**src/rtl/core/binary_cross_morphology_defines.svh**
```systemverilog
// Assertion macros for the binary cross morphology RTL.
// Needs clk and rst_n in the scope where a macro is used.
`ifndef BINARY_CROSS_MORPHOLOGY_DEFINES_SVH
`define BINARY_CROSS_MORPHOLOGY_DEFINES_SVH

// Consequent must hold in the same cycle as the antecedent.
`define BCM_ASSERT_SAME(lbl, ante, cons, msg) \
  lbl: assert property (@(posedge clk) disable iff (!rst_n) (ante) |-> (cons)) \
    else $error(msg);

// Consequent must hold in the cycle after the antecedent.
`define BCM_ASSERT_NEXT(lbl, ante, cons, msg) \
  lbl: assert property (@(posedge clk) disable iff (!rst_n) (ante) |=> (cons)) \
    else $error(msg);

`endif

```
**src/rtl/core/bcm_pkg.sv**
```systemverilog
// Shared types and constants of the binary cross morphology block.
// No dependencies; imported by every module of the block.
`default_nettype none

package bcm_pkg;

  // Fixed field widths.
  localparam int PIX_W   = 8;
  localparam int ROW_W   = 16;
  localparam int CFGW_W  = 11;
  localparam int CFGH_W  = 16;
  localparam int APB_A_W = 4;
  localparam int APB_D_W = 32;

  // Register indexes (word address bits of paddr).
  localparam logic [1:0] REG_IMAGE_WIDTH  = 2'd0;
  localparam logic [1:0] REG_IMAGE_HEIGHT = 2'd1;
  localparam logic [1:0] REG_ERODE_MODE   = 2'd2;

  // Register reset values.
  localparam logic [CFGW_W-1:0] RST_IMAGE_WIDTH  = 11'd256;
  localparam logic [CFGH_W-1:0] RST_IMAGE_HEIGHT = 16'd256;

  // Pixel codes: bit CODE_NZ set for a nonzero pixel, bit CODE_FULL for 255.
  localparam int CODE_NZ   = 0;
  localparam int CODE_FULL = 1;
  localparam logic [PIX_W-1:0] PIX_ON  = 8'hFF;
  localparam logic [PIX_W-1:0] PIX_OFF = 8'h00;

  // Queue depths (powers of two).
  localparam int IQ_DEPTH = 4;
  localparam int OQ_DEPTH = 4;
  localparam int OQ_CNT_W = $clog2(OQ_DEPTH + 1);

  // Classification of one item, made by the front part.
  typedef struct packed {
    logic has_prev;   // a row lies above: result for the row above is due
    logic last_row;   // item is on the last row: its own result is due
    logic last_col;   // item is the last of its row
    logic act_up;     // row-above result: upper neighbor counts
    logic act_cur;    // row-above result: lower neighbor (this item) counts
    logic act_left;   // row-above result: left neighbor counts
    logic act_right;  // row-above result: right neighbor counts
    logic act_up_own; // own result: upper neighbor counts
  } bcm_flags_t;

  typedef struct packed {
    logic [1:0]       code;
    logic [ROW_W-1:0] row;
    bcm_flags_t       flags;
  } bcm_item_t;

  typedef struct packed {
    logic [PIX_W-1:0] pixel;
    logic [ROW_W-1:0] row;
    logic             done;
  } bcm_res_t;

endpackage

`default_nettype wire

```
**src/rtl/core/bcm_fifo.sv**
```systemverilog
// Small registered queue between the front and back parts.
// Depends on bcm_pkg only for the project style; DEPTH must be a power of two.
`default_nettype none
`include "binary_cross_morphology_defines.svh"

module bcm_fifo import bcm_pkg::*; #(
  parameter int DEPTH  = 4,
  parameter int DATA_W = 8
) (
  input  logic              clk,
  input  logic              rst_n,
  input  logic              push,
  input  logic [DATA_W-1:0] wdata,
  output logic              full,
  input  logic              pop,
  output logic [DATA_W-1:0] rdata,
  output logic              empty
);

  localparam int PW = $clog2(DEPTH);
  localparam int CW = $clog2(DEPTH + 1);

  logic [DATA_W-1:0] mem_r [DEPTH];
  logic [PW-1:0]     wr_ptr_r, wr_ptr_nxt;
  logic [PW-1:0]     rd_ptr_r, rd_ptr_nxt;
  logic [CW-1:0]     count_r, count_nxt;
  logic              do_push, do_pop;

  assign full    = (count_r == CW'(DEPTH));
  assign empty   = (count_r == '0);
  assign do_push = push && !full;
  assign do_pop  = pop && !empty;
  assign rdata   = mem_r[rd_ptr_r];

  // Pointer and fill count update.
  always_comb begin
    wr_ptr_nxt = do_push ? wr_ptr_r + 1'b1 : wr_ptr_r;
    rd_ptr_nxt = do_pop ? rd_ptr_r + 1'b1 : rd_ptr_r;
    count_nxt  = count_r + CW'(do_push) - CW'(do_pop);
  end

  always_ff @(posedge clk) begin
    if (!rst_n) begin
      wr_ptr_r <= '0;
      rd_ptr_r <= '0;
      count_r  <= '0;
    end else begin
      wr_ptr_r <= wr_ptr_nxt;
      rd_ptr_r <= rd_ptr_nxt;
      count_r  <= count_nxt;
    end
  end

  // Storage.
  always_ff @(posedge clk) begin
    if (do_push) begin
      mem_r[wr_ptr_r] <= wdata;
    end
  end

  `BCM_ASSERT_NEXT(a_fifo_fill, do_push && !do_pop, count_r == $past(count_r) + 1'b1, "fifo count did not grow on push")

endmodule

`default_nettype wire

```
**config.mk**
```make
export PLATFORM = sky130hd
export DESIGN_NAME = bcm_fifo
export DESIGN_NICKNAME = d
export VERILOG_FILES = /design/src/rtl/core/bcm_pkg.sv /design/src/rtl/core/bcm_fifo.sv
export VERILOG_INCLUDE_DIRS = /design/src /design/src/rtl/core
export SDC_FILE = /design/constraint.sdc
export NUM_CORES = 1
export LEC_CHECK = 0
export BUFFER_PORTS_ARGS = -buffer_cell sky130_fd_sc_hd__buf_2
export CAP_MARGIN = 20
export CELL_PAD_IN_SITES_DETAIL_PLACEMENT = 1
export CELL_PAD_IN_SITES_GLOBAL_PLACEMENT = 2
export CORE_MARGIN = 2
export CORE_UTILIZATION = 44
export DETAILED_ROUTE_END_ITERATION = 10
export PLACE_DENSITY = 0.81
export RECOVER_POWER = 100
export SYNTH_ARGS = -nofsm -noshare
export SYNTH_HDL_FRONTEND = slang
export SYNTH_SLANG_ARGS = --single-unit
```
**constraint.sdc**
```tcl
create_clock -name clk -period 5.5 [get_ports clk]
set_input_delay 1.65 -clock clk [delete_from_list [all_inputs] [get_ports clk]]
set_output_delay 1.65 -clock clk [all_outputs]
set_load 0.01 [all_outputs]
```
Word-level counts from Yosys, hierarchy flattened
Memories as Yosys holds them, arrays and structs flattened. A register that Yosys moved wholly into a read port is not among the register bits.
Index checks and enable logic that the tools add are counted.
Operators by class
  add/subtract/negate cells: 4
  multiply operators: 0
  div/mod/pow operators: 0
  order comparisons: 0
  eq/ne operators: 1
  shifts and indexed selects: 0
  multiplexer cells: 4
  bitwise logic cells: 0
  reduce and logical (&&, ||, !) cells: 5
Operators by type and width (count)
  2-bit by 1-bit adder with 2-bit output, second input constant: 2
  2-bit two-way mux: 2
  3-bit by 1-bit adder with 3-bit output: 1
  3-bit == test, second input constant: 1
  3-bit logical NOT: 1
  3-bit by 1-bit subtractor with 3-bit output: 1
  1-bit logical AND: 2
  1-bit logical NOT: 2
  1-bit two-way mux: 2
Word-level totals
  bits in registers: 7
  bits in latches: 0
  RAM bits: 32
  memory bits (read-only): 0
  bits of input ports: 12
  output and inout port bits: 10
  word-level logic and storage cells: 18
  memories: 1
Memories
  mem_r: words 4, bits a word 8, read ports 1, clocked after Yosys merged registers in 1, write ports 1, line bcm_fifo.sv:23  | logic [DATA_W-1:0] mem_r [DEPTH];

Depth between registers and ports, before layout
Gate-level depths: netlist (run 1).
  word-level depth: 5
  depth in mapped cells: 11
  gate-level depth less buffers: 10

Least setup slack after synthesis (run 1)
Ideal clock, no wire load.
  path kind: in2reg
  from: input push
  to: register count_r[2]
  setup time: 0.115 ns
  arrival: 3.174 ns
  required time: 5.385 ns
  setup slack: 2.211 ns
  stages: 10
  path buffers: 1
  cells stage by stage: nor2b_1 buf_6 inv_1 ha_1 inv_1 ha_1 fa_1 xnor2_1 xnor2_1 and2_1
On the way
  longest elaborated chain between the ends: 3
RTL lines
  start: declaration: line bcm_fifo.sv:12  | input logic push,
  1-bit logical AND: line bcm_fifo.sv:31  | assign do_push = push && !full;
  3-bit by 1-bit adder with 3-bit output: line bcm_fifo.sv:39  | count_nxt = count_r + CW'(do_push) - CW'(do_pop);
  3-bit by 1-bit subtractor with 3-bit output: line bcm_fifo.sv:39
  end signal: assignment: line bcm_fifo.sv:50  | count_r <= count_nxt;
  end: declaration: line bcm_fifo.sv:26  | logic [CW-1:0] count_r, count_nxt;
No other way between the ends.
A chain may end at the register's enable or synchronous reset.

==> run summary, run 1 <==
First-pass GRT wire length -> 4260 um
Clk buf depth -> 2
Max Cap Viol -> 0
Final HPWL DP -> 1820 um
Crit path kind -> reg -> out
Tot Pwr -> 0.000882 W
Pwr Density -> 467 mW/mm^2
Period utilization -> 60.7%
Max-Slew Margin vs Limit -> 57.5%
# IOs -> 22
Register area -> 0.00114 sq mm
Vias in the first global route -> 869
Die Ht -> 65.1 um
CTS Buf Count -> 5
Clock Latency Late Sink -> 300 ps
Core area -> 0.00363 sq mm
Req. time, crit path -> 3850 ps
HP Class -> reg -> reg
Final setup vio count -> 0
GRT Total Usage -> 14.9%
VDD IR max -> 0.316 mV
Unrepaired setup endpoints after global routing -> false
Worst R2R Setup Slack -> 3110 ps
Syn nets -> 112
Clock transition at path regs -> 80 ps
Worst hold slack -> 511 ps
Prevailing post-synth register cell -> edfxtp_1
Row count -> 22
Post-synth EDFFs -> 32
Slew @ Worst Pin -> 638 ps
CP endpoint kind -> output port
TNS Setup -> 0 ps
Slew Limit Fails -> 0
Initial antenna violation count -> 0
Dpl cells -> 158
Worst Hold Depth -> 2
Final min period -> 3340 ps
Number of synthesized register bits -> 41
Drt first pass iters -> 4
Crit start category -> flop
Sink Count -> 41
CTS tree -> built
Grt ovf -> 0
Worst Skew -> 4.11 ps
Vias per std cell -> 4.96
Iter 0 DRT Violations -> 36
WHS Endpoint -> rd_ptr_r[0]
Outcome -> complete, no violations
Avg Inst Size Synth -> 17.7 sq um
Initial Utilization -> 45.2%
Fin. Hold Viols -> 0
Synth async-reset ratio -> 0%
H-tree depth -> 2
Nets -> 136
DR DRC count -> 0
Biggest area consumer among synthesized cells -> edfxtp_1
Post-CTS setup buffers -> 0
Synth top area share -> 58.5%
CTS-repair resized insts -> 0
Hold-fix buffers, CTS -> 0
DRT Wirelength -> 2670 um
Post-Layout Cell Count -> 166
Clock root buffer master -> clkbuf_8
Synth Cell Area -> 0.00164 sq mm
Reg2reg end -> count_r[2]
I/O Buffers -> 21
Worst hold path startpoint -> rd_ptr_r[0]
Pleak -> 0.642 nW
Die W -> 65.1 um
Final core utilization -> 52.0%
Largest cells by area after synthesis -> edfxtp_1 (59%), dfxtp_1 (11%), mux4_2 (11%)
Detail Route Antenna Nets -> 0
Multi-input logic area -> 444 sq um
Vias -> 823
Sequential area share after synthesis -> 69.5%
GPL Wtd Cong -> 0.697
Area Overhead vs Synth -> 15.1%
Die ar. -> 0.00424 sq mm
Unique masters post-synth -> 20
Antenna cell count -> 0
Pin count of the biggest net entering global routing -> 15
Max frequency -> 0.300 GHz
Synth top cells by count -> edfxtp_1 (32), dfxtp_1 (9), mux4_2 (8), and2_1 (7)
Layout cell share with drive strength beyond 1 -> 16.9%
Top-count cell post-synth -> edfxtp_1
Crit path DAT -> 1690 ps
Reg2reg path depth -> 10
R2r startpoint -> count_r[2]
Worst Path Max Fanout -> 8
Syn Inst Count -> 93
Ys Warns -> 0
Fill count -> 363
WL/cell -> 16.1 um
[layout by cell type (no fill, tap or decap)]
cell type   n
o21ai_0     3
edfxtp_1   32
or3_1       1
nor2b_1     2
fa_1        1
and2_0      6
nor3_1      1
buf_2       4
a21boi_0    1
ha_1        6
nand2_1     6
inv_1       6
dfxtp_1     9
inv_6       1
mux2i_1     2
clkbuf_8    5
bufinv_16   2
mux4_2      8
nor3b_1     1
xnor2_1     2
nand4bb_1   1
and2_1      1
clkbuf_1   17
[power breakdown]
| part | leakage (nW) | switching, W | internal (W) |
|---|---|---|---|
| Combinational | 0.206 | 0.0000902 | 0.0000891 |
| Sequential | 0.367 | 0.0000323 | 0.000379 |
| Clock | 0.0687 | 0.000108 | 0.000183 |
| Total | 0.642 | 0.000231 | 0.000651 |
[state kept, by name, summed over array words and instances (netlist names), named ones only]
register	count
count_r	3
mem_r	32
rd_ptr_r	2
wr_ptr_r	2
[metal layers]
| layer | routed length [um] | global-route usage, % | share of wire [%] |
|---|---|---|---|
| met1 | 1170 | 17.6 | 44 |
| met2 | 1300 | 24.1 | 49 |
| met3 | 142 | 5.56 | 5.3 |
| met4 | 55 | 7.03 | 2.1 |
| met5 | 0 | 0 | 0 |
[metrics by stage]
step	setup WS (ps)	area, sq um
CTS	2100	1920
floorplan	2210	1640
global route	1980	1890
finish	2160	1890
detailed placement	1840	1780
global placement	1930	1780
[cell type report]
cell class                      count  share of cell area, %
Sequential cell                    41                   60.4
Multi-Input combinational cell     42                   23.5
Timing Repair Buffer               21                   4.44
Clock buffer                        5                   3.64
Clock inverter                      3                   3.64
Tap cell                           48                   3.18
Inverter                            6                   1.19
[cells by family (layout without fill, tap and decap cells)]
group | count (synthesis) | after routing | synth area share, %
flops | 41 | 41 | 69.5
simple gates | 19 | 19 | 7.24
mux | 10 | 10 | 12.2
buf+inv | 10 | 35 | 2.82
fa+ha+maj | 7 | 7 | 5.79
compound gates | 4 | 4 | 1.37
xor+xnor | 2 | 2 | 1.07
[worst max-delay path: stages, from the launching register on]
cell      delay, ps
dfxtp_1         660
mux4_2          590
clkbuf_1        140
[how the worst max path moves through the flow]
stage | endpoint | depth (start not counted)
after floorplan | count_r[2] | 10
final | rdata[6] | 2
after global placement | count_r[2] | 10
after detailed placement | count_r[2] | 10
after CTS | rdata[6] | 2
after global routing | count_r[2] | 10
No activity file was read; power rests on OpenSTA's default activity.
==> inputs of run 2 (changes only) <==
CORE_UTILIZATION = 37   (was 44)
PLACE_DENSITY = 0.72   (was 0.81)
clock period = 2.8 ns   (was 5.5 ns; I/O delays follow)
==> run summary, run 2 (synthesis gave the netlist of run 1 again) <==
Outcome -> complete, no violations
R2r startpoint -> count_r[1]
Antenna cell count -> 0
Core area -> 0.00432 sq mm
Fill count -> 447
# IOs -> 22
Met2 Routed Length -> 1540 um
CTS-repair resized insts -> 0
Highest-count cells in the layout ignoring fill and taps -> edfxtp_1 (32), clkbuf_1 (17), dfxtp_1 (9)
CTS Buf Count -> 5
Initial Utilization -> 38.0%
First-pass GRT wire length -> 4690 um
Most common cell after layout, fill and taps aside -> edfxtp_1
Worst Path Max Fanout -> 8
WHS Endpoint -> wr_ptr_r[1]
Reg2reg end -> count_r[2]
Post-Layout Inst Area -> 0.00190 sq mm
Final setup vio count -> 0
WL/cell -> 16.4 um
Biggest register -> mem_r
Unrepaired setup endpoints after global routing -> false
Crit path DAT -> 1620 ps
I/O Buffers -> 21
Drt first pass iters -> 4
Req. time, crit path -> 1960 ps
Nets -> 138
Top Registers -> mem_r (32), count_r (3)
Worst hold path startpoint -> wr_ptr_r[1]
Max Cap Viol -> 0
Worst R2R Setup Slack -> 500 ps
Post-CTS setup buffers -> 0
Vias in the first global route -> 905
Max frequency -> 0.406 GHz
DR DRC count -> 0
Sink Count -> 41
Max stage delay on crit path -> 560 ps
Initial antenna violation count -> 0
DRT Wirelength -> 2820 um
Max reg flops -> 32
TNS Setup -> 0 ps
Vias per std cell -> 4.77
Die Ht -> 70.6 um
GRT Total Usage -> 12.9%
Worst Skew -> 5.68 ps
Worst-path cell with the longest stage delay -> mux4_2
Critical-path cell list -> clkbuf_2, mux4_2, clkbuf_1
Layout cell share with drive strength beyond 1 -> 18.3%
Die ar. -> 0.00499 sq mm
Worst Hold Depth -> 2
H-tree depth -> 2
Hold-fix buffers, CTS -> 0
Period utilization -> 87.9%
Clk buf depth -> 2
Register area -> 0.00114 sq mm
Met1 Wirelength -> 1110 um
Vias -> 821
Pin count of the biggest net entering global routing -> 14
Area Overhead vs Synth -> 15.8%
Reg2reg path depth -> 9
Max-Slew Margin vs Limit -> 56.5%
Pleak -> 0.649 nW
Clock transition at path regs -> 80 ps
Final min period -> 2460 ps
Pwr Density -> 911 mW/mm^2
Fin. Hold Viols -> 0
Crit path kind -> reg -> out
Slew Limit Fails -> 0
Top layer reached by signal wires -> met4
Row count -> 24
HP Class -> reg -> reg
CP endpoint kind -> output port
Multi-input logic area -> 444 sq um
GPL Wtd Cong -> 0.715
Crit start category -> flop
Iter 0 DRT Violations -> 54
Clock root buffer master -> clkbuf_8
Die W -> 70.6 um
Detail Route Antenna Nets -> 0
CTS tree -> built
Clock Latency Late Sink -> 290 ps
Final HPWL DP -> 2050 um
Met3 WL -> 144 um
VDD IR max -> 0.335 mV
Slew @ Worst Pin -> 652 ps
Grt ovf -> 0
Placed Area -> 0.00180 sq mm
==> run 2: cell count changes in the layout (fill, tap and decap cells not counted), sizes merged <==
cell,change
buf,+1
clkbuf,+1
clkinv,+1
inv,-1
==> run 2: final cells by class <==
| type | instances | area share (%) |
|---|---|---|
| Sequential cell | 41 | 60.0 |
| Multi-Input combinational cell | 42 | 23.4 |
| Timing Repair Buffer | 23 | 4.94 |
| Clock buffer | 5 | 3.62 |
| Clock inverter | 3 | 3.42 |
| Tap cell | 52 | 3.42 |
| Inverter | 6 | 1.18 |
==> run 2: layer usage <==
layer  GRT usage, %  up-vias
met1           13.7      403
met5              0        -
met4           5.03        0
met3           5.13        4
met2           23.0       20
li1               -      394
==> run 2: per-stage QoR <==
stage	std cells	worst slack, ps	hold slack [ps]	util, %	power [W]
after floorplan	93	321	456	-	0.00108
after global placement	164	255	470	41.7	0.00121
after detailed placement	164	221	500	41.7	0.00123
after CTS	172	426	513	44.8	0.00179
after global routing	172	233	547	44.0	0.00184
final	172	338	506	44.0	0.00173
==> run 2: worst max-delay path, delay by kind of cell, from the launching register on <==
kind	cells	cell delay, ps
buffers and inverters	2	450
flip-flops	1	310
multiplexers	1	560
==> run 2: power breakdown <==
| group | internal (W) | switching, W | leakage [nW] |
|---|---|---|---|
| Sequential | 0.000745 | 0.0000415 | 0.367 |
| Combinational | 0.000181 | 0.000208 | 0.214 |
| Clock | 0.000354 | 0.000203 | 0.0681 |
==> run 2: worst max path at each step <==
stage,end,slack (ps),cells past startpoint
floorplan,count_r[2],320,10
global placement,count_r[2],260,10
detailed placement,count_r[2],220,10
CTS,rdata[4],430,3
global route,rdata[4],230,3
finish,rdata[4],340,3
==> inputs of run 3 (changes only) <==
--- a/constraint.sdc
+++ b/constraint.sdc
@@ -3,2 +3,2 @@
 set_output_delay 0.84 -clock clk [all_outputs]
-set_load 0.01 [all_outputs]
+set_load 0.005 [all_outputs]
==> run summary, run 3 (synthesis gave the netlist of run 1 again) <==
Post-CTS setup buffers -> 0
Clock root buffer master -> clkbuf_8
I/O Buffers -> 21
Met1 Wirelength -> 1160 um
VDD IR max -> 0.335 mV
Layout cell share with drive strength beyond 1 -> 21.7%
Biggest register -> mem_r
# IOs -> 22
Max frequency -> 0.406 GHz
Max reg flops -> 32
TNS Setup -> 0 ps
Req. time, crit path -> 1960 ps
Fin. Hold Viols -> 0
Drt first pass iters -> 4
Most common cell after layout, fill and taps aside -> edfxtp_1
Outcome -> complete, no violations
Post-Layout Inst Area -> 0.00191 sq mm
Unrepaired setup endpoints after global routing -> false
Die W -> 70.6 um
First-pass GRT wire length -> 4690 um
H-tree depth -> 2
Period utilization -> 87.9%
Die Ht -> 70.6 um
Max-Slew Margin vs Limit -> 56.4%
Clock transition at path regs -> 80 ps
Placed Area -> 0.00180 sq mm
Nets -> 138
GRT Total Usage -> 12.9%
Detail Route Antenna Nets -> 0
Pwr Density -> 899 mW/mm^2
Register area -> 0.00114 sq mm
Vias -> 821
Clock Latency Late Sink -> 290 ps
Tot Pwr -> 0.00171 W
Crit start category -> flop
DRT Wirelength -> 2830 um
Fill count -> 445
Hold-fix buffers, CTS -> 0
Smallest setup slack after layout -> 339 ps
Die ar. -> 0.00499 sq mm
Pre-CTS setup slack -> 221 ps
Clk buf depth -> 2
Top Registers -> mem_r (32), count_r (3)
HP Class -> reg -> reg
DR DRC count -> 0
Final HPWL DP -> 2050 um
Initial antenna violation count -> 0
Iter 0 DRT Violations -> 53
Slew Limit Fails -> 0
Area Overhead vs Synth -> 16.1%
Antenna cell count -> 0
Row count -> 24
Crit path DAT -> 1620 ps
CP endpoint kind -> output port
Top layer reached by signal wires -> met4
CTS tree -> built
Worst hold slack -> 506 ps
CTS-repair resized insts -> 0
Grt ovf -> 0
CTS Buf Count -> 5
WL/cell -> 16.4 um
Initial Utilization -> 38.0%
Vias in the first global route -> 905
Crit path kind -> reg -> out
Highest-count cells in the layout ignoring fill and taps -> edfxtp_1 (32), clkbuf_1 (13), dfxtp_1 (9), buf_2 (9), mux4_2 (8)
Sink Count -> 41
Max Cap Viol -> 0
Slew @ Worst Pin -> 654 ps
Worst Skew -> 5.73 ps
Core area -> 0.00432 sq mm
Final min period -> 2460 ps
Vias per std cell -> 4.77
Worst Path Max Fanout -> 8
Met2 Routed Length -> 1540 um
Final setup vio count -> 0
Met3 WL -> 105 um
Pleak -> 0.660 nW
GPL Wtd Cong -> 0.715
Multi-input logic area -> 444 sq um
Pin count of the biggest net entering global routing -> 14
[run 3: path summary, 6_finish.rpt]
path	slack, ps	endpoint	depth (start not counted)	startpoint
max	340	rdata[4]	3	flop
min	510	wr_ptr_r[1]	2	wr_ptr_r[1]
max reg2reg	500	count_r[2]	9	count_r[1]
min reg2reg	510	wr_ptr_r[1]	2	wr_ptr_r[1]
[run 3: cell type report]
type	instances	share of cell area (%)
Sequential cell	41	59.9
Multi-Input combinational cell	42	23.3
Timing Repair Buffer	23	5.19
Clock buffer	5	3.61
Clock inverter	3	3.41
Tap cell	52	3.41
Inverter	6	1.18
[run 3: worst max-delay path, cell delays in order (launching register included)]
cell	delay (ps)
dfxtp_1	310
clkbuf_2	310
mux4_2	560
buf_2	140
[run 3: metal layers]
layer	up-vias	global-route usage, %
met4	0	5.03
met5	-	0
li1	394	-
met2	18	23.0
met1	405	13.7
met3	4	5.13
[run 3: per-stage QoR]
step / util (%) / std cells
finish: 44.1 / 172
global route: 44.1 / 172
CTS: 44.8 / 172
detailed placement: 41.7 / 164
global placement: 41.7 / 164
floorplan: - / 93
[run 3: where the power goes]
part           internal [W]  leakage (nW)  switching (W)
registers          0.000745         0.367      0.0000415
logic              0.000187         0.225       0.000184
clock network      0.000354        0.0681       0.000203
total               0.00129         0.660       0.000428
