### src/rtl/core/binary_cross_morphology_defines.svh
// Assertion macros for the binary cross morphology RTL.
// Needs clk and rst_n in the scope where a macro is used.
`ifndef BINARY_CROSS_MORPHOLOGY_DEFINES_SVH
`define BINARY_CROSS_MORPHOLOGY_DEFINES_SVH

// Consequent must hold in the same cycle as the antecedent.
`define BCM_ASSERT_SAME(lbl, ante, cons, msg) \
  lbl: assert property (@(posedge clk) disable iff (!rst_n) (ante) |-> (cons)) \
    else $error(msg);

// Consequent must hold in the cycle after the antecedent.
`define BCM_ASSERT_NEXT(lbl, ante, cons, msg) \
  lbl: assert property (@(posedge clk) disable iff (!rst_n) (ante) |=> (cons)) \
    else $error(msg);

`endif

### src/rtl/core/bcm_pkg.sv
// Shared types and constants of the binary cross morphology block.
// No dependencies; imported by every module of the block.
`default_nettype none

package bcm_pkg;

  // Fixed field widths.
  localparam int PIX_W   = 8;
  localparam int ROW_W   = 16;
  localparam int CFGW_W  = 11;
  localparam int CFGH_W  = 16;
  localparam int APB_A_W = 4;
  localparam int APB_D_W = 32;

  // Register indexes (word address bits of paddr).
  localparam logic [1:0] REG_IMAGE_WIDTH  = 2'd0;
  localparam logic [1:0] REG_IMAGE_HEIGHT = 2'd1;
  localparam logic [1:0] REG_ERODE_MODE   = 2'd2;

  // Register reset values.
  localparam logic [CFGW_W-1:0] RST_IMAGE_WIDTH  = 11'd256;
  localparam logic [CFGH_W-1:0] RST_IMAGE_HEIGHT = 16'd256;

  // Pixel codes: bit CODE_NZ set for a nonzero pixel, bit CODE_FULL for 255.
  localparam int CODE_NZ   = 0;
  localparam int CODE_FULL = 1;
  localparam logic [PIX_W-1:0] PIX_ON  = 8'hFF;
  localparam logic [PIX_W-1:0] PIX_OFF = 8'h00;

  // Queue depths (powers of two).
  localparam int IQ_DEPTH = 4;
  localparam int OQ_DEPTH = 4;
  localparam int OQ_CNT_W = $clog2(OQ_DEPTH + 1);

  // Classification of one item, made by the front part.
  typedef struct packed {
    logic has_prev;   // a row lies above: result for the row above is due
    logic last_row;   // item is on the last row: its own result is due
    logic last_col;   // item is the last of its row
    logic act_up;     // row-above result: upper neighbor counts
    logic act_cur;    // row-above result: lower neighbor (this item) counts
    logic act_left;   // row-above result: left neighbor counts
    logic act_right;  // row-above result: right neighbor counts
    logic act_up_own; // own result: upper neighbor counts
  } bcm_flags_t;

  typedef struct packed {
    logic [1:0]       code;
    logic [ROW_W-1:0] row;
    bcm_flags_t       flags;
  } bcm_item_t;

  typedef struct packed {
    logic [PIX_W-1:0] pixel;
    logic [ROW_W-1:0] row;
    logic             done;
  } bcm_res_t;

endpackage

`default_nettype wire

### src/rtl/core/bcm_front.sv
// Front part: takes pixels, keeps the raster position and classifies each item.
// Depends on bcm_pkg for the item and flag structs.
`default_nettype none

module bcm_front import bcm_pkg::*; #(
  parameter int MAX_WIDTH = 1024,
  localparam int COL_W    = $clog2(MAX_WIDTH),
  localparam int IQ_W     = COL_W + $bits(bcm_item_t)
) (
  input  logic              clk,
  input  logic              rst_n,
  input  logic              push,
  input  logic [PIX_W-1:0]  pixel,
  input  logic [CFGW_W-1:0] cfg_width,
  input  logic [CFGH_W-1:0] cfg_height,
  input  logic              q_full,
  output logic              q_push,
  output logic [IQ_W-1:0]   q_data
);

  localparam int MW_W = $clog2(MAX_WIDTH + 1);
  localparam int WE_W = (MW_W > CFGW_W) ? MW_W : CFGW_W;

  logic [COL_W-1:0] col_r, col_nxt;
  logic [ROW_W-1:0] row_r, row_nxt;
  logic [WE_W-1:0]  w_eff;
  logic [ROW_W-1:0] h_eff;
  logic             wrap_in;
  logic [ROW_W-1:0] row_t;
  logic [COL_W-1:0] c;
  logic [ROW_W-1:0] r;
  logic [WE_W-1:0]  c1;
  logic [ROW_W:0]   r1;
  logic             c_in, r_in;
  bcm_item_t        item;

  assign q_push = push && !q_full;

  // Effective frame size: zero acts as one, width is capped at the line store size.
  always_comb begin
    if (cfg_width == '0) begin
      w_eff = WE_W'(1);
    end else if (WE_W'(cfg_width) > WE_W'(MAX_WIDTH)) begin
      w_eff = WE_W'(MAX_WIDTH);
    end else begin
      w_eff = WE_W'(cfg_width);
    end
    h_eff = (cfg_height == '0) ? ROW_W'(1) : cfg_height;
  end

  // Position of this item; stale counters after a size change start over.
  always_comb begin
    wrap_in = (WE_W'(col_r) >= w_eff);
    c       = wrap_in ? '0 : col_r;
    row_t   = wrap_in ? row_r + 1'b1 : row_r;
    r       = (row_t >= h_eff) ? '0 : row_t;
    c1      = WE_W'(c) + 1'b1;
    r1      = {1'b0, r} + 1'b1;
  end

  // Classify which results are due and which cross neighbors lie inside.
  always_comb begin
    c_in = (c != '0) && (c1 < w_eff);
    r_in = (r != '0) && (r1 < {1'b0, h_eff});
    item.code[CODE_NZ]    = (pixel != PIX_OFF);
    item.code[CODE_FULL]  = (pixel == PIX_ON);
    item.row              = r;
    item.flags.has_prev   = (r != '0);
    item.flags.last_row   = (r1 == {1'b0, h_eff});
    item.flags.last_col   = (c1 == w_eff);
    item.flags.act_up     = (r >= ROW_W'(3)) && c_in;
    item.flags.act_cur    = r_in && c_in;
    item.flags.act_left   = (c >= COL_W'(2)) && (r >= ROW_W'(2));
    item.flags.act_right  = ((c1 + 1'b1) < w_eff) && (r >= ROW_W'(2));
    item.flags.act_up_own = (r >= ROW_W'(2)) && c_in;
    q_data = {c, item};
  end

  // Advance the raster position on each accepted item.
  always_comb begin
    col_nxt = col_r;
    row_nxt = row_r;
    if (q_push) begin
      if (item.flags.last_col) begin
        col_nxt = '0;
        row_nxt = item.flags.last_row ? '0 : r1[ROW_W-1:0];
      end else begin
        col_nxt = c1[COL_W-1:0];
        row_nxt = r;
      end
    end
  end

  always_ff @(posedge clk) begin
    if (!rst_n) begin
      col_r <= '0;
      row_r <= '0;
    end else begin
      col_r <= col_nxt;
      row_r <= row_nxt;
    end
  end

endmodule

`default_nettype wire

### config.mk
export PLATFORM = sky130hd
export DESIGN_NAME = bcm_front
export DESIGN_NICKNAME = d
export VERILOG_FILES = /design/src/rtl/core/binary_cross_morphology_defines.svh /design/src/rtl/core/bcm_pkg.sv /design/src/rtl/core/bcm_front.sv
export SDC_FILE = /design/constraint.sdc
export NUM_CORES = 1
export LEC_CHECK = 0
export BUFFER_PORTS_ARGS = -buffer_cell sky130_fd_sc_hd__buf_2
export CELL_PAD_IN_SITES_DETAIL_PLACEMENT = 1
export CELL_PAD_IN_SITES_GLOBAL_PLACEMENT = 2
export CORE_MARGIN = 4
export CORE_UTILIZATION = 36
export CTS_CLUSTER_DIAMETER = 200
export DETAILED_ROUTE_END_ITERATION = 12
export PLACE_DENSITY_LB_ADDON = 0.1
export SYNTH_ARGS = -nofsm -noshare
export SYNTH_HDL_FRONTEND = slang
export SYNTH_SLANG_ARGS = --single-unit
### constraint.sdc
create_clock -name clk -period 30.2 [get_ports clk]
set_input_delay 7.55 -clock clk [delete_from_list [all_inputs] [get_ports clk]]
set_output_delay 7.55 -clock clk [all_outputs]
set_load 0.05 [all_outputs]
# After elaboration in Yosys (flattened, before gate mapping)
# Cells that the tools add are included.
[totals]
out_inout_bits = 37
elab_cells = 41
ff_bits = 26
input_bits = 39
[op_classes]
reduce_logical = 14
n_lt_le_gt_ge = 9
add_sub_neg = 4
mux = 9
eq_ne = 3
[op_table]
columns = ["op", "n"]
rows = [
  ["16-bit two-way mux", 5],
  ["16-bit by 2-bit greater-or-equal comparator with 1-bit output, second input constant", 2],
  ["11-bit < comparator", 2],
  ["11-bit two-way mux", 2],
  ["10-bit two-way mux", 2],
  ["16-bit by 1-bit adder with 17-bit output, second input constant", 1],
  ["17-bit by 16-bit == test with 1-bit output", 1],
  ["17-bit by 16-bit < comparator with 1-bit output", 1],
  ["16-bit by 1-bit adder with 16-bit output, second input constant", 1],
  ["16-bit greater-or-equal comparator", 1],
  ["16-bit zero test", 1],
  ["16-bit nonzero test", 1],
  ["10-bit by 1-bit adder with 11-bit output, second input constant", 1],
  ["11-bit by 1-bit adder with 11-bit output, second input constant", 1],
  ["11-bit == test", 1],
  ["10-bit by 11-bit greater-or-equal comparator with 1-bit output", 1],
  ["11-bit greater-than comparator, second input constant", 1],
  ["11-bit zero test", 1],
  ["10-bit by 2-bit greater-or-equal comparator with 1-bit output, second input constant", 1],
  ["10-bit nonzero test", 1],
  ["8-bit == test, second input constant", 1],
  ["1-bit logical AND", 8],
  ["8-bit nonzero test", 1],
  ["1-bit zero test", 1],
]

# Logic depth before layout (Yosys ltp)
# Gate-level depths: netlist of run 1.
[depth]
depth_word = 11
mapped_depth = 35
ltp_nobuf = 33

# Worst setup path after synthesis of run 1
# Ideal clock, no wire load.
[synth_timing]
path_kind = "input to output"
from = "input cfg_width[3]"
to = "output q_data[3]"
arrival_time_ps = 15758
n_path_buf = 2
cell_stages = 32
required_ps = 22650
setup_slack_ps = 6892
cell_sequence = "nor4_1 -> a31oi_1 -> nor2_1 -> ha_1 -> nor2b_1 -> o21ai_1 -> a31oi_4 -> clkbuf_1 -> a21oi_1 -> xor2_1 -> ha_1 -> a22o_1 -> o41a_1 -> o21ai_2 -> nand2_2 -> buf_6 -> or2_2 -> inv_1 -> ha_1 -> inv_1 -> nor3_1 -> a221oi_1 -> nor4_4 -> nand3_2 -> or3_4 -> xnor2_2 -> ha_1 -> a211oi_1 -> nand3_1 -> a31oi_1 -> o21ai_0 -> a2111oi_1"
[synth_via]
elab_chain_cells = 11
word_cells_on_any_way = 18
classes_between = "2 x add/sub; 5 x order compare; 5 x mux; 6 x reduce/logical"
[synth_lines]
columns = ["element", "line", "rtl"]
rows = [
  ["start: declaration", "bcm_front.sv:14", "input logic [CFGW_W-1:0] cfg_width,"],
  ["11-bit greater-than comparator", "bcm_front.sv:43", "end else if (WE_W'(cfg_width) > WE_W'(MAX_WIDTH)) begin"],
  ["11-bit two-way mux", "bcm_front.sv:43", ""],
  ["11-bit two-way mux *", "bcm_front.sv:41", "if (cfg_width == '0) begin"],
  ["10-bit by 11-bit greater-or-equal comparator with 1-bit output *", "bcm_front.sv:53", "wrap_in = (WE_W'(col_r) >= w_eff);"],
  ["16-bit two-way mux *", "bcm_front.sv:55", "row_t = wrap_in ? row_r + 1'b1 : row_r;"],
  ["16-bit greater-or-equal comparator", "bcm_front.sv:56", "r = (row_t >= h_eff) ? '0 : row_t;"],
  ["16-bit two-way mux *", "bcm_front.sv:56", ""],
  ["net q_data[8]", "bcm_front.sv:18", "output logic [IQ_W-1:0] q_data"],
  ["16-bit by 1-bit adder with 17-bit output", "bcm_front.sv:58", "r1 = {1'b0, r} + 1'b1;"],
  ["17-bit by 16-bit < comparator with 1-bit output", "bcm_front.sv:64", "r_in = (r != '0) && (r1 < {1'b0, h_eff});"],
  ["1-bit logical AND *", "bcm_front.sv:64", ""],
  ["1-bit logical AND *", "bcm_front.sv:72", "item.flags.act_cur = r_in && c_in;"],
  ["end: declaration", "bcm_front.sv:18", ""],
]
# Mark *: on every way through the listed nets, which the timed path passes. The rest lies on a longest branch.

# Final worst setup path of run 1
[layout_timing]
from = "input cfg_width[6]"
to = "output q_data[3]"
[layout_via]
elab_chain_cells = 11
word_cells_on_any_way = 18
classes_between = "2 x add/sub; 5 x order compare; 5 x mux; 6 x reduce/logical"
[layout_lines]
columns = ["element", "line"]
rows = [
  ["11-bit greater-than comparator", "bcm_front.sv:43"],
  ["11-bit two-way mux", "bcm_front.sv:43"],
  ["11-bit two-way mux *", "bcm_front.sv:41"],
  ["10-bit by 11-bit greater-or-equal comparator with 1-bit output", "bcm_front.sv:53"],
  ["16-bit two-way mux", "bcm_front.sv:55"],
  ["16-bit greater-or-equal comparator", "bcm_front.sv:56"],
  ["16-bit two-way mux", "bcm_front.sv:56"],
  ["16-bit by 1-bit adder with 17-bit output", "bcm_front.sv:58"],
  ["17-bit by 16-bit < comparator with 1-bit output", "bcm_front.sv:64"],
  ["1-bit logical AND", "bcm_front.sv:64"],
  ["1-bit logical AND *", "bcm_front.sv:72"],
]
# Every way passes the cells marked *; elsewhere a longest branch is shown, timed or not.

==> results of run 1 <==
[power by group]
| group | internal (uW) | leakage [uW] | switching, uW |
|---|---|---|---|
| sequential | 35.5 | 0.000212 | 2.90 |
| combinational | 16.0 | 0.00222 | 34.5 |
| clock | 17.6 | 0.0000370 | 13.1 |
[placed cells by master (no fill, tap or decap), drive strengths merged, types with 15 or more instances in the layout]
cell type and count:
buf 79, ha 72, nand2 63, a21oi 56
nor2 48, inv 46, xnor2 28, dfxtp 26
o21ai 26, nand3 22, nand4 20, nor2b 17
nor3 15
[worst max-delay path by stage]
stage                 startpoint   endpoint  slack, ns  cells after the start
finish              cfg_width[6]  q_data[3]       6.48                     34
detailed placement  cfg_width[6]  q_data[3]       6.60                     34
global route        cfg_width[6]  q_data[3]       5.86                     33
CTS                 cfg_width[6]  q_data[3]       6.54                     34
global placement    cfg_width[6]  q_data[3]       6.88                     34
floorplan           cfg_width[3]  q_data[3]       6.89                     32
[layout make-up]
type	instances	area share
well taps	168	0.0412
repair buffers	79	0.0795
multi-input cells	522	0.727
inverters	48	0.0353
flip-flops and latches	26	0.102
clock buffers	3	0.0147
[metrics by stage]
| stage | instances | hold WS, ns | total power [uW] |
|---|---|---|---|
| floorplan | 628 | 0.459 | 73.2 |
| global placement | 843 | 0.487 | 88.5 |
| detailed placement | 843 | 0.498 | 89.4 |
| CTS | 846 | 0.509 | 121 |
| global route | 846 | 0.541 | 127 |
| finish | 846 | 0.503 | 120 |
[critical path: cells and delay by family]
kind / cells / cell delay, ns
simple gates: 11 / 3.24
compound gates: 12 / 2.80
fa+ha+maj: 4 / 1.16
buf+inv: 5 / 0.77
mux: 1 / 0.50
xor+xnor: 1 / 0.15
[Yosys cell counts (all sizes together) (3+ instances only)]
master	number
a2111oi	3
a211oi	6
a21o	5
a21oi	56
a22o	5
a22oi	12
a31oi	7
and3	10
and4	7
buf	14
clkbuf	18
dfxtp	26
ha	72
inv	46
mux2i	6
nand2	63
nand2b	7
nand3	22
nand4	20
nand4b	3
nor2	48
nor2b	17
nor3	15
nor4	12
o211a	6
o211ai	5
o21a	10
o21ai	26
o221ai	3
o31ai	10
or2	3
or3	4
xnor2	28
xor2	11
[kinds of logic after synthesis]
kind of cell,Yosys count
AND/OR/NAND/NOR,242
multiplexers,6
buffers and inverters,80
XOR/XNOR,39
adder cells (fa/ha/maj),72
AO/OA/AOI/OAI,163
flip-flops,26
[metal layers]
metal / global-route usage / wire length [um] / vias up
met5: 0 / 0 / -
met4: 0.0135 / 65 / 0
met3: 0.0252 / 736 / 8
met2: 0.373 / 7850 / 111
met1: 0.356 / 8630 / 2424
li1: - / - / 2390
[state kept, by name (all words and copies together) (netlist names)]
signal	count
col_r	10
row_r	16
==> results.md, run 1 <==
* Status: complete, no violations
* Slowest Stage Delay on Critical Path at 0.55 ns
* Sink Count at 26
* Area growth syn-to-layout at 11.2%
* Placement Cell Area at 5030 sq um
* PortBufs at 75
* Grt total ovfl at 0
* Final slew viol count at 0
* Avg Cell Area, Syn at 7.30 sq um
* RSZ-0062 raised after global routing: no
* Synth Area in Simple Gates at 0.282
* Syn Nets at 739
* Hold path cells at 2
* # fillers at 1576
* Routed Antenna Nets at 0
* Highest net fanout along the worst path at 19
* Starting density of the core at 0.374
* Drt total wl at 17.3 mm
* Total global-route track usage at 0.235
* Hold endpoint: col_r[1]$_SDFFE_PN0P_
* Clk_lat worst skew at 0.27 ns
* Synth unique cells at 66
* Register area share after synthesis at 0.114
* Reg2reg start: col_r[0]$_SDFFE_PN0P_
* Chip Width at 121 um
* Hold buffer count at cts at 0
* First-pass GRT wire length at 27.4 mm
* H-tree lvl count at 1
* Core footprint at 12300 sq um
* R2r setup slk at 21.92 ns
* Asr flop ratio synth at 0
* Final count of negative-setup-slack endpoints at 0
* Largest family of logic cells by synthesized area: simple AND/OR/NAND/NOR gates
* Setup Buffers After CTS at 0
* Initial antenna violation count at 0
* CTS tree: done
* Vias in the first global route at 4937
* Post-DP HPWL at 14.2 mm
* Fin crit share at 0.785
* Min Tclk post-route at 23.72 ns
* Fin worst setup slack at 6.48 ns
* Worst min path class: register to register
* Setup TNS at 0 ns
* Yosys Warn Count at 0
* R2R Path End: row_r[5]$_SDFFE_PN0P_
* Largest net degree at the start of global routing at 28
* Post-Synth XOR/XNOR Area at 0.0761
* Die Y at 121 um
* Top cells by area, synth: ha_1 (20%), dfxtp_1 (11%), a21oi_1 (6.1%), xnor2_1 (5.2%), nand2_1 (5.0%)
* Max-slew headroom at 0.510
* Static Leakage at 0.00247 uW
* Max-Cap Viols at 0
* Register area at 520 sq um
* Footprint of the multi-input gates at 3710 sq um
* DR vias at 4933
* Most frequent CP cell: ha_1
* Crit path max-delay cell type: nor4_1
* Ys flop type: dfxtp_1
* Reg2reg path depth at 30
* Peak VDD IR at 22.7 uV
* Final hold vios at 0
* Yosys reg bits at 26
* CP required at 22.65 ns
* Cts bufs inserted at 3
* Ports at 76
* Area share of fa/ha/maj cells after synthesis at 0.196
* Worst Max-Slew Pin Slew at 0.735 ns
* Final #Nets at 791
* Post-route DRC at 0
* Diode count at 0
* First DRT Iteration DRCs at 269
* Setup crit start kind: input pin
* CP Class: input pin to primary output
* Synth top area share at 0.196
* Total power divided by cell area at 23.5 nW/um^2
* Wire per inst at 20.4 um
* Max clock buf depth at 2
* Cells after Synth at 628
* Compound-Gate Fraction of Synth Area at 0.241
* Gpl congestion at 0.903
* Worst Skew at 0.00520 ns
* CTS resizes at 0
* Full die area at 14600 sq um
* Layout cells sized above 1 at 0.152
* Clock root cell: clkbuf_16
* CP Capture Type: primary output
* Fin util at 0.416
* Area leader, netlist: ha_1
* # rows at 40
* Dpl ws at 6.60 ns
* Clock-pin slew on the worst setup and hold paths at 0.07 ns
* Vias per cell at 5.83
* Number of synthesized flops with an enable pin at 0
* Fin area at 5100 sq um
* DR pass1 iterations at 4
* Max Freq at 42.2 MHz
* Synth Cell Area at 4590 sq um
* Multiplexer area fraction after synthesis at 0.0131
* CP arrival at 16.17 ns
* Hold_sp: col_r[1]$_SDFFE_PN0P_
No activity file was read; power rests on OpenSTA's default activity.
==> run 2, diff against run 1 <==
--- a/config.mk
+++ b/config.mk
@@ -9,7 +9,7 @@
 export CELL_PAD_IN_SITES_DETAIL_PLACEMENT = 1
 export CELL_PAD_IN_SITES_GLOBAL_PLACEMENT = 2
 export CORE_MARGIN = 4
-export CORE_UTILIZATION = 36
+export CORE_UTILIZATION = 33
 export CTS_CLUSTER_DIAMETER = 200
 export DETAILED_ROUTE_END_ITERATION = 12
 export PLACE_DENSITY_LB_ADDON = 0.1
==> constraint.sdc (replaced) <==
create_clock -name clk -period 22.6 [get_ports clk]
set_input_delay 5.65 -clock clk [delete_from_list [all_inputs] [get_ports clk]]
set_output_delay 5.65 -clock clk [all_outputs]
set_load 0.05 [all_outputs]
==> run 2 against run 1 <==
  * Routed wire length fell by 1.8%
  * Worst setup slack got worse by 3.8 ns
  * Utilization fell by 3.5 points
  * Clock-buffer cell count did not move
  * Non-clock buffer count fell by 1
  * Critical path depth did not move
  * First-iteration DRC count rose by 5.6%
  * Worst hold slack improved by 0.016 ns
  * Via count fell by 0.81%
  * Die area rose by 8.5%
  * Sequential share of layout area barely moved
  * Clock power rose by 33%
  * Critical endpoint unchanged
  * Largest cell class unchanged
==> results.md, run 2 (synthesized netlist as in run 1, its figures left out) <==
* Status: complete, no violations
* Critical path buffer and inverter count at 5 (unchanged)
* Min Tclk post-route at 19.87 ns
* Fin util at 0.381 (-0.0352)
* Commonest non-fill, non-tap cell in the layout: buf_2
* Clock root cell: clkbuf_16
* Grt total ovfl at 0 (unchanged)
* DR vias at 4893 (-0.81%)
* Fin Hold WS at 0.519 ns (+0.0161 ns)
* Sw frac at 0.421 (-0.000888)
* Top cell family by delay on the critical path: simple AND/OR/NAND/NOR gates
* Die Y at 126 um (+4.2%)
* Reg2reg start: col_r[8]$_SDFFE_PN0P_
* Setup Buffers After CTS at 0 (unchanged)
* First-pass GRT wire length at 27.0 mm (-1.5%)
* Chip Width at 126 um (+4.2%)
* Final hold vios at 0 (unchanged)
* RSZ-0062 raised after global routing: no
* CP required at 16.95 ns (-5.70 ns)
* Logic pwr share at 0.421 (about the same)
* Clock-pin slew on the worst setup and hold paths at 0.07 ns (about the same)
* Wire per inst at 19.9 um (-2.6%)
* Full die area at 15800 sq um (+8.5%)
* CP Capture Type: primary output
* Flop pwr share at 0.322 (about the same)
* Diode count at 0 (unchanged)
* CP arrival at 14.22 ns (-1.95 ns)
* Commonest non-fill, non-tap cells in the layout: buf_2 (75), ha_1 (72), nand2_1 (61), a21oi_1 (56), nor2_1 (48)
* Largest reg by FF count: row_r
* Drt total wl at 17.0 mm (-1.8%)
* Starting density of the core at 0.342 (-0.0318)
* Slowest Stage Delay on Critical Path at 0.54 ns (about the same)
* PortBufs at 75 (unchanged)
* Largest registers: row_r x16, col_r x10
* Sink Count at 26 (unchanged)
* Max FFs per register at 16 (unchanged)
* Crit path launch: cfg_width[6]
* Worst min path class: register to register
* Routed Antenna Nets at 0 (unchanged)
* NetSw at 67.1 uW (+33%)
* Final count of negative-setup-slack endpoints at 0 (unchanged)
* Core footprint at 13400 sq um (+9.3%)
* CTS resizes at 0 (unchanged)
* # rows at 42 (+5.0%)
* Static Leakage at 0.00247 uW (-0.21%)
* Hold buffer count at cts at 0 (unchanged)
* Highest net fanout along the worst path at 19 (unchanged)
* Peak VDD IR at 22.4 uV (-1.3%)
* Clk_lat worst skew at 0.27 ns (about the same)
* Clock group share of total power at 0.258 (about the same)
* Worst Skew at 0.00903 ns (+0.00383 ns)
* Gpl congestion at 0.866 (-4.1%)
* Total global-route track usage at 0.209 (-0.0260)
* Max-Cap Viols at 0 (unchanged)
* Ports at 76 (unchanged)
* DR pass1 iterations at 4 (unchanged)
* Vias in the first global route at 5006 (+1.4%)
* Final #Nets at 790 (-0.13%)
* Cts bufs inserted at 3 (unchanged)
* First DRT Iteration DRCs at 284 (+5.6%)
* Hold_sp: col_r[1]$_SDFFE_PN0P_
* Largest net degree at the start of global routing at 28 (unchanged)
* Final slew viol count at 0 (unchanged)
* Fin crit share at 0.879
* Area growth syn-to-layout at 11.3% (about the same)
* Most frequent CP cell: ha_1
* Post-route DRC at 0 (unchanged)
* Layout cells sized above 1 at 0.151 (-0.00125)
* H-tree lvl count at 1 (unchanged)
* CP Class: input pin to primary output
* Max-slew headroom at 0.343 (-0.167)
* Vias per cell at 5.74 (-1.6%)
* Initial antenna violation count at 0 (unchanged)
* Max Freq at 50.3 MHz
* Post-DP HPWL at 14.0 mm (-1.6%)
* Setup TNS at 0 ns (unchanged)
* Setup crit start kind: input pin
* Crit path max-delay cell type: a31oi_4
* Worst Max-Slew Pin Slew at 0.982 ns (+0.247 ns)
* Total power divided by cell area at 31.2 nW/um^2 (+33%)
* Max clock buf depth at 2 (unchanged)
* Pint at 92.3 uW (+33%)
* CTS tree: done
* # fillers at 1748 (+11%)
[run 2: worst register-to-register path, delay by kind of cell (launching register included)]
family	cells	cell delay, ns
adder cells (fa/ha/maj)	4	1.17
flip-flops	1	0.44
multiplexers	1	0.53
buffers and inverters	3	0.33
XOR/XNOR	1	0.15
AO/OA/AOI/OAI	9	2.60
AND/OR/NAND/NOR	10	3.06
[run 2: per-stage QoR]
step,power (uW),worst slack (ns),std cells,cell area [sq um]
2_1_floorplan,97.8,3.09,628,4590
3_3_place_gp,118,3.08,850,5030
3_5_place_dp,119,2.83,850,5030
4_1_cts,162,2.82,853,5100
5_1_grt,170,2.12,853,5100
6_report,159,2.73,853,5100
[run 2: layout make-up]
type                       instances  area (sq um)  share of cell area
tap                              176           220              0.0431
clock buffer                       3          75.1              0.0147
sequential                        26           520               0.102
multi-input combinational        522          3710               0.727
inverter                          48           180              0.0353
timing repair buffer              78           398              0.0780
[run 2: power groups by stage]
stage | clock network [uW] | registers [uW] | logic [uW]
final | 41.1 | 51.3 | 67.1
after CTS | 43.0 | 51.2 | 67.4
after floorplan | 0 | 50.0 | 47.8
after global routing | 44.8 | 51.7 | 73.5
after detailed placement | 0 | 52.2 | 67.1
after global placement | 0 | 52.2 | 65.4
[run 2: path summary, 6_finish.rpt]
path,end,cells after the start,slack (ns)
worst max-delay path,q_data[3],34,2.73
worst min-delay path,col_r[1]$_SDFFE_PN0P_,2,0.52
worst max register to register,row_r[5]$_SDFFE_PN0P_,28,14.24
worst min register to register,col_r[1]$_SDFFE_PN0P_,2,0.52
[run 2: metal layers]
layer	GRT usage	vias to the layer above	wire length (um)
met5	0	-	0
met4	0.0259	0	159
met3	0.0301	14	634
met2	0.339	102	7640
met1	0.302	2389	8540
li1	-	2388	-
